**config.mk**
```make
export PLATFORM = sky130hd
export DESIGN_NAME = shdn_pipe_ctl
export DESIGN_NICKNAME = d
export VERILOG_FILES = /design/src/rtl/assert_macros.svh /design/src/rtl/shdn_pkg.sv /design/src/rtl/shdn_pipe_ctl.sv
export SDC_FILE = /design/constraint.sdc
export NUM_CORES = 1
export LEC_CHECK = 0
export BUFFER_PORTS_ARGS = -buffer_cell sky130_fd_sc_hd__buf_2
export CAP_MARGIN = 15
export CORE_ASPECT_RATIO = 0.75
export CORE_UTILIZATION = 42
export CTS_BUF_LIST = sky130_fd_sc_hd__clkbuf_2
export DETAILED_ROUTE_END_ITERATION = 7
export PLACE_DENSITY_LB_ADDON = 0.08
export SYNTH_ARGS = -nofsm -noshare
export SYNTH_HDL_FRONTEND = slang
export SYNTH_SLANG_ARGS = --single-unit
```
**constraint.sdc**
```tcl
create_clock -name i_clk -period 1.4 [get_ports i_clk]
set_input_delay 0.28 -clock i_clk [delete_from_list [all_inputs] [get_ports i_clk]]
set_output_delay 0.28 -clock i_clk [all_outputs]
set_load 0.03 [all_outputs]
```
**src/rtl/assert_macros.svh**
```systemverilog
// Assertion macros used by the RTL of the day number converter.
`ifndef ASSERT_MACROS_SVH
`define ASSERT_MACROS_SVH
`ifndef SYNTHESIS
`define SHDN_ASSERT(label, clk, rst_n, prop) \
    label: assert property (@(posedge clk) disable iff (!rst_n) prop) \
        else $error("shdn: assertion failed");
`define SHDN_ASSERT_ALWAYS(label, clk, prop) \
    label: assert property (@(posedge clk) prop) \
        else $error("shdn: assertion failed");
`else
`define SHDN_ASSERT(label, clk, rst_n, prop)
`define SHDN_ASSERT_ALWAYS(label, clk, prop)
`endif
`endif

```
**src/rtl/shdn_pkg.sv**
```systemverilog
// Types, constants and helper functions of the Solar Hijri day number converter.
package shdn_pkg;

    localparam int STAGES = 16;

    localparam logic OP_TO_DN   = 1'b0;
    localparam logic OP_TO_DATE = 1'b1;

    localparam logic [1:0] ST_OK       = 2'd0;
    localparam logic [1:0] ST_BAD_DATE = 2'd1;
    localparam logic [1:0] ST_RANGE    = 2'd2;

    localparam logic [2:0] FEST_NONE   = 3'd0;
    localparam logic [2:0] FEST_NOWRUZ = 3'd1;
    localparam logic [2:0] FEST_SIZDAH = 3'd2;
    localparam logic [2:0] FEST_YALDA  = 3'd3;
    localparam logic [2:0] FEST_SURI   = 3'd4;

    // cycle arithmetic
    localparam int CYCLE_YEARS  = 2820;
    localparam int CYCLE_DAYS   = 1029983;
    localparam int BASE_YEAR    = 474;
    localparam int EPOCH_BEFORE = 1948319;
    localparam int YEAR_FRAC_DEN = 1028522;
    // reciprocals: floor(x / d) = (x * M) >> K over the value ranges used here
    localparam int RECIP_2820   = 380760;     // K = 30
    localparam int RECIP_CYCLE  = 34160149;   // K = 45
    localparam int RECIP_366    = 1466861;    // K = 29
    localparam int RECIP_11     = 5958;       // K = 16
    localparam int RECIP_31     = 2115;       // K = 16
    localparam int RECIP_30     = 2185;       // K = 16
    localparam int RECIP_7      = 19173962;   // K = 27

    typedef struct packed {
        logic               operation;
        logic signed [15:0] in_year;
        logic [3:0]         in_month;
        logic [4:0]         in_day;
        logic signed [23:0] in_day_number;
    } t_in;

    typedef struct packed {
        logic signed [15:0] out_year;
        logic [3:0]         out_month;
        logic [4:0]         out_day;
        logic signed [23:0] out_day_number;
        logic [2:0]         weekday;
        logic               is_leap;
        logic [4:0]         month_length;
        logic [8:0]         year_length;
        logic [2:0]         festival;
        logic [1:0]         status;
    } t_out;

    typedef struct packed {
        logic               op;
        logic signed [16:0] year;
        logic [3:0]         month;
        logic [4:0]         day;
        logic signed [25:0] dn;
        logic [16:0]        b0;
        logic [24:0]        b1;
        logic [4:0]         q0;
        logic [4:0]         q1;
        logic signed [4:0]  cyc;
        logic [11:0]        ey;
        logic [19:0]        cday;
        logic               last;
        logic [11:0]        a1;
        logic [8:0]         a2;
        logic [22:0]        num;
        logic [11:0]        ycyc;
        logic signed [24:0] dcyc;
        logic [21:0]        pf;
        logic [21:0]        pv;
        logic [9:0]         qf;
        logic [9:0]         qv;
        logic               leap;
        logic [20:0]        fy;
        logic [8:0]         yday;
        logic [24:0]        w7;
        logic [21:0]        qw;
        logic [2:0]         wd;
        logic [4:0]         mlen;
        logic [2:0]         fest;
        logic [1:0]         st;
    } t_work;

    typedef struct packed {
        logic [STAGES-1:0] load;
        logic [STAGES-1:0] valid;
    } t_pipe_ctl;

    function automatic logic [8:0] days_before_month(input logic [3:0] m);
        logic [8:0] d;
        if (m <= 4'd6) begin
            d = 9'(31 * (int'(m) - 1));
        end else begin
            d = 9'(186 + 30 * (int'(m) - 7));
        end
        return d;
    endfunction

    function automatic logic [4:0] month_len(input logic [3:0] m, input logic leap);
        logic [4:0] l;
        if (m <= 4'd6) begin
            l = 5'd31;
        end else if (m <= 4'd11) begin
            l = 5'd30;
        end else begin
            l = leap ? 5'd30 : 5'd29;
        end
        return l;
    endfunction

    // x below 56
    function automatic logic [2:0] mod7_small(input logic [5:0] x);
        logic [5:0] r;
        r = x;
        if (r >= 6'd28) r = r - 6'd28;
        if (r >= 6'd14) r = r - 6'd14;
        if (r >= 6'd7)  r = r - 6'd7;
        return r[2:0];
    endfunction

endpackage

```
**src/rtl/shdn_pipe_ctl.sv**
```systemverilog
// Stage load enables and valid bits of the converter pipeline; bubbles collapse on stall.
module shdn_pipe_ctl (
    input  logic                  i_clk,
    input  logic                  i_rst_n,
    input  logic                  i_in_valid,
    input  logic                  i_out_ready,
    output shdn_pkg::t_pipe_ctl   o_ctl
);
    logic [shdn_pkg::STAGES-1:0] r_valid;
    logic [shdn_pkg::STAGES-1:0] n_valid;
    logic [shdn_pkg::STAGES-1:0] load;

    always_comb begin
        load[shdn_pkg::STAGES-1] = !r_valid[shdn_pkg::STAGES-1] || i_out_ready;
        for (int k = shdn_pkg::STAGES - 2; k >= 0; k--) begin
            load[k] = !r_valid[k] || load[k+1];
        end
        n_valid[0] = load[0] ? i_in_valid : r_valid[0];
        for (int k = 1; k < shdn_pkg::STAGES; k++) begin
            n_valid[k] = load[k] ? r_valid[k-1] : r_valid[k];
        end
    end

    always_ff @(posedge i_clk) begin
        if (!i_rst_n) begin
            r_valid <= '0;
        end else begin
            r_valid <= n_valid;
        end
    end

    assign o_ctl.load  = load;
    assign o_ctl.valid = r_valid;
endmodule

```
==> impl_metrics.json, run 1 <==
{
  "p_comb_share_pct": 5.3,
  "cts_tree": "yes",
  "failed_checks": "negative setup slack",
  "dp.cells": 155,
  "cp_cell_sequence": "and4b_2 > and4_4 > nand4_1 > buf_6",
  "dieArea_sq_um": 1931,
  "tns_ps": -4588,
  "io_buffer_count": 35,
  "drv_cap": 0,
  "fill_cells": 111,
  "gp_congestion": 0.8520,
  "powerDensity_nw_per_um2": 553.1,
  "synth_cells": 89,
  "antenna_found_initial": 0,
  "period_share_pct": 127.2,
  "synth_area_sq_um": 738.2,
  "reg_top3": "r_valid x16",
  "grt_pass1_wl_um": 3408,
  "ys_seq_elements": 16,
  "internal-power_uw": 521.8,
  "ctsHoldBuffers": 0,
  "hold_path_class": "input port to register",
  "crit_slowest_cell": "dfxtp_4",
  "final_cells": 163,
  "drv_slew": 0,
  "grt_use_total_pct": 25.37,
  "slew_headroom_pct": 81.18,
  "synth_cell_type_count": 23,
  "rows": 12,
  "finalHoldWorstSlack_ps": 182.3,
  "wl_per_cell_um": 14.06,
  "cts_root_buf": "clkbuf_2",
  "grt_overflow": 0,
  "rsz0062_at_grt": "true",
  "cts_max_level": 1,
  "route.met3.wl_um": 117,
  "required_ps": 1120,
  "clock.fmax_mhz": 561.6,
  "slowest_delay_ps": 380,
  "vias_per_cell": 5.215,
  "critPathArrivalTime_ps": 1500,
  "critPathTopFamily": "simple AND/OR/NAND/NOR gates",
  "clkTransAtPathRegs_ps": 170,
  "finalSetupViolCount": 18,
  "peakVddDrop_mv": 0.3679,
  "ant_nets": 0,
  "first_iter_violations": 22,
  "seqPwrFrac_pct": 65.2,
  "yosysTopAreaCellShare_pct": 43.39,
  "diodes": 0,
  "grt_pass1_vias": 712,
  "ys_warn_count": 0,
  "place_hpwl_um": 1381,
  "leakage_uw": 0.0005559,
  "cts_num_sinks": 16,
  "avgSynthCellArea_sq_um": 8.294,
  "vias": 850,
  "initial_utilization_pct": 47.28,
  "synth_top_area_cell": "dfxtp_1",
  "clockBufferDepth": 2,
  "top_register": "r_valid",
  "largest_reg_flops": 16,
  "clock_latency_ps": 310,
  "layout.nets": 148,
  "routed-wl-met2_um": 1050,
  "p_switching_uw": 179.2,
  "netlist_top_cells_area": "dfxtp_1 (43%), nand4_1 (7.6%), nand2_1 (6.6%)",
  "setup_ws_ps": -380.6,
  "die_h_um": 38.31,
  "grt_max_degree": 17,
  "max_slew.worst_pin.slew_ps": 282.3,
  "clkPwrFrac_pct": 29.5,
  "wl_um": 2291,
  "coreArea_sq_um": 1562,
  "syn_nets": 93,
  "cp-end-kind": "output port",
  "die_x_um": 50.41,
  "status": "finished, violations left",
  "ys_seq_area_share_pct": 43.39,
  "met1_length_um": 1123,
  "final_hold_viol_count": 0,
  "synthToLayoutAreaGrowth_pct": 71.70,
  "highest_layer": "met3",
  "dr.pass1.iters": 4,
  "clock_skew_ps": 25.60,
  "drive_above_1_share_pct": 62.68,
  "post-route-drc-count": 0,
  "numCtsBuffers": 3,
  "crit_buf_inv": 1,
  "final_core_util_pct": 81.17,
  "start_kind": "register",
  "min_period_ps": 1781,
  "swShare_pct": 25.56,
  "io_pins": 36,
  "crit_type": "register to output port",
  "critPathMaxFanout": 5
}
## kinds of logic (layout without fill, tap and decap cells)
logic type / count (synthesis) / after routing / synth area share [%]
AOI/OAI and AO/OA: 14 / 14 / 13.73
buffers and inverters: 11 / 64 / 8.305
DFF: 16 / 16 / 43.39
and+or+nand+nor: 48 / 48 / 34.58
## power by group through the flow
stage               Sequential [uW]  Combinational [uW]  Clock, uW
global placement                467                35.4          0
finish                          457                37.2        207
CTS                             457                36.7        206
floorplan                       477                13.7          0
global route                    458                39.5        227
detailed placement              467                35.7          0
## metal layers
metal  GRT usage [%]  vias to the layer above
met3           9.524                        0
met4           8.333                        0
met5               0                        -
li1                -                      429
met2           39.00                       30
met1           32.93                      391
## worst min-delay path, cell delays in order
cell	delay, ps
buf_2	70
nand2_1	50
o21ai_2	40
## per-stage QoR
| step | setup WS [ps] | instance area [sq um] | power [uW] |
|---|---|---|---|
| 6_report | -380.6 | 1267 | 701.0 |
| 5_1_grt | -431.7 | 1267 | 724.7 |
| 4_1_cts | -360.9 | 1250 | 699.4 |
| 3_5_place_dp | -161.1 | 1057 | 502.8 |
| 3_3_place_gp | -140.1 | 1057 | 502.4 |
| 2_1_floorplan | -256.6 | 782.0 | 490.3 |
## layout by cell type, fill, tap and decap left out, types with 4 or more instances in the layout
master / synthesis / layout
buf_4: 0 / 20
buf_2: 2 / 19
buf_6: 2 / 17
nand2_1: 13 / 10
nand4_1: 9 / 9
nor2_1: 8 / 8
dfxtp_2: 0 / 7
nand3_1: 8 / 5
o21a_1: 5 / 5
dfxtp_1: 16 / 5
dfxtp_4: 0 / 4
## area by class of cell
type | instances | area [sq um] | area share [%]
repair buffers | 56 | 436.7 | 34.45
clock buffers | 3 | 15.01 | 1.185
well taps | 21 | 26.28 | 2.073
multi-input cells | 62 | 424.2 | 33.46
inverters | 5 | 21.27 | 1.678
flip-flops and latches | 16 | 344.1 | 27.15
## worst paths after layout
| kind | startpoint | end | slack [ps] | cells past startpoint |
|---|---|---|---|---|
| hold / removal | i_in_valid | r_valid[0]$_SDFFE_PN0P_ | 180 | 3 |
| setup reg to reg | r_valid[15]$_SDFFE_PN0P_ | r_valid[2]$_SDFFE_PN0P_ | -80 | 6 |
| setup / recovery | r_valid[15]$_SDFFE_PN0P_ | o_ctl[16] | -380 | 4 |
| hold reg to reg | r_valid[0]$_SDFFE_PN0P_ | r_valid[1]$_SDFFE_PN0P_ | 500 | 2 |
## synthesized netlist by cell type
| cell | count |
|---|---|
| buf_6 | 2 |
| nor2_1 | 8 |
| nor2b_1 | 1 |
| a41oi_1 | 1 |
| and4b_1 | 1 |
| dfxtp_1 | 16 |
| inv_4 | 1 |
| o31ai_1 | 3 |
| clkbuf_1 | 2 |
| nand2_1 | 13 |
| and4_1 | 2 |
| inv_2 | 1 |
| buf_2 | 2 |
| o21a_1 | 5 |
| nor4_1 | 2 |
| nand3_1 | 8 |
| nor3_1 | 1 |
| and4_4 | 2 |
| nand4_1 | 9 |
| a21oi_1 | 3 |
| and2_1 | 1 |
| o21ai_2 | 2 |
| inv_1 | 3 |
## repair_timing
| item | CTS | global route |
|---|---|---|
| resized for setup | 41 | 7 |
| pin swaps | 7 | 4 |
| endpoints found under the setup margin | 17 | 24 |
| setup buffers | 6 | 2 |
Note: power is estimated with default switching activity, not from simulation.
==> run 2: changes to the inputs <==
--- a/config.mk
+++ b/config.mk
@@ -7,7 +7,7 @@
 export LEC_CHECK = 0
 export BUFFER_PORTS_ARGS = -buffer_cell sky130_fd_sc_hd__buf_2
 export CAP_MARGIN = 15
-export CORE_ASPECT_RATIO = 0.75
+export CORE_MARGIN = 3
 export CORE_UTILIZATION = 42
 export CTS_BUF_LIST = sky130_fd_sc_hd__clkbuf_2
 export DETAILED_ROUTE_END_ITERATION = 7
==> impl_metrics.json, run 2 (same netlist as run 1, synthesis figures left out) <==
{
  "status": "finished, violations left",
  "failed_checks": "negative setup slack",
  "clock.fmax_mhz": 553.0,
  "layout_commonest_cell": "buf_6",
  "grt_max_degree": 17,
  "final_hold_viol_count": 0,
  "die_x_um": 47.93,
  "vias": 937,
  "r2r-end": "r_valid[3]$_SDFFE_PN0P_",
  "r2r_setup_slack_ps": -110,
  "cts_max_level": 1,
  "first_iter_violations": 46,
  "dp.cells": 152,
  "rows": 14,
  "multi_input_area_sq_um": 485.5,
  "diodes": 0,
  "max_slew.worst_pin.slew_ps": 321.6,
  "coreArea_sq_um": 1577,
  "critPathTopFamily": "simple AND/OR/NAND/NOR gates",
  "clkTransAtPathRegs_ps": 170,
  "clock_skew_ps": 12.37,
  "grt_pass1_vias": 836,
  "powerDensity_nw_per_um2": 527.7,
  "drive_above_1_share_pct": 68.97,
  "worst_r2r_startpoint": "r_valid[14]$_SDFFE_PN0P_",
  "io_pins": 36,
  "crit_slowest_cell": "dfxtp_4",
  "clockBufferDepth": 2,
  "die_h_um": 47.93,
  "synthToLayoutAreaGrowth_pct": 83.39,
  "grt_pass1_wl_um": 3636,
  "critPathArrivalTime_ps": 1530,
  "layout.nets": 150,
  "reg2reg_depth": 8,
  "dr.pass1.iters": 4,
  "hold_depth": 3,
  "antenna_found_initial": 0,
  "peakVddDrop_mv": 0.5960,
  "drv_cap": 0,
  "required_ps": 1120,
  "wl_um": 2718,
  "wl_per_cell_um": 16.88,
  "initial_utilization_pct": 46.83,
  "cp_cell_sequence": "and4b_2 > and4_4 > nand4_1 > buf_6",
  "setup_ws_ps": -408.2,
  "drv_slew": 0,
  "rsz0062_at_grt": "true",
  "place_hpwl_um": 1491,
  "ctsHoldBuffers": 0,
  "cts_num_sinks": 16,
  "dieArea_sq_um": 2297,
  "grt_overflow": 0,
  "critPathMaxFanout": 5,
  "largest_reg_flops": 16,
  "cts_root_buf": "clkbuf_2",
  "post-route-drc-count": 0,
  "finalHoldWorstSlack_ps": 214.9,
  "vias_per_cell": 5.820,
  "io_buffer_count": 35,
  "reg_top3": "r_valid x16",
  "crit_type": "register to output port",
  "clock_latency_ps": 270,
  "final_core_util_pct": 85.87,
  "hold_path_class": "input port to register",
  "numCtsBuffers": 3,
  "slew_headroom_pct": 78.49,
  "crit_buf_inv": 1,
  "grt_use_total_pct": 22.29,
  "hold_start": "i_in_valid",
  "top_register": "r_valid",
  "seqCellArea_sq_um": 344.1,
  "final_cells": 161,
  "cp-end-kind": "output port",
  "period_share_pct": 129.2,
  "min_period_ps": 1808,
  "gp_congestion": 0.8799,
  "fill_cells": 97,
  "ant_nets": 0,
  "slowest_delay_ps": 380,
  "most-common-layout-cells": "buf_6 (20), buf_2 (19), buf_4 (19)",
  "detailedPlace.worstSlack_ps": -174.6,
  "leakage_uw": 0.0006144,
  "min_to": "r_valid[0]$_SDFFE_PN0P_",
  "start_kind": "register",
  "finalSetupViolCount": 18,
  "cts_tree": "yes"
}
run 2: repair_timing:
item | in CTS | in global routing
endpoints found under the setup margin | 16 | 23
pin swaps | 8 | 8
gates resized for setup | 44 | 18
setup buffers | 3 | 2
hold endpoints to repair | 0 | 0
run 2: tightest hold or removal path, stage by stage:
cell,delay [ps]
buf_2,70
nand2_1,50
o21ai_2,50
run 2: layout make-up:
type | count | area share [%]
repair buffers | 58 | 34.20
clock buffers | 4 | 1.479
well taps | 16 | 1.479
multi-input cells | 62 | 35.86
flip-flops and latches | 16 | 25.42
inverters | 5 | 1.571
run 2: worst max-delay path by stage:
stage | start | to | slack (ps) | cells after the start
floorplan | r_valid[14]$_SDFFE_PN0P_ | o_ctl[20] | -260 | 5
global placement | i_out_ready | o_ctl[16] | -150 | 5
detailed placement | i_out_ready | o_ctl[16] | -170 | 5
CTS | r_valid[14]$_SDFFE_PN0P_ | o_ctl[16] | -370 | 4
global route | r_valid[14]$_SDFFE_PN0P_ | o_ctl[19] | -490 | 4
finish | r_valid[14]$_SDFFE_PN0P_ | o_ctl[19] | -410 | 4
run 2: per-layer routing:
metal  part of all wire [%]  global-route usage [%]
met1                     39                   25.22
met2                     53                   43.01
met3                    5.5                   3.383
met4                    2.4                   4.839
met5                      0                       0
run 2: power breakdown:
part	leakage [uW]	switching [uW]	internal (uW)	total [uW]
Combinational	0.000461	27.1	11.5	38.6
Clock	0.0000166	143	75.8	218
Sequential	0.000136	5.13	452	457
Total	0.000614	175	540	714
run 2: metrics by stage:
| step | cell area (sq um) | power, uW | TNS, ps |
|---|---|---|---|
| after global routing | 1354 | 741.0 | -6374 |
| after global placement | 1066 | 502.3 | -1242 |
| after CTS | 1255 | 715.9 | -4317 |
| after floorplan | 782.0 | 490.3 | -1707 |
| after detailed placement | 1066 | 503.1 | -1406 |
| final | 1354 | 714.3 | -4976 |
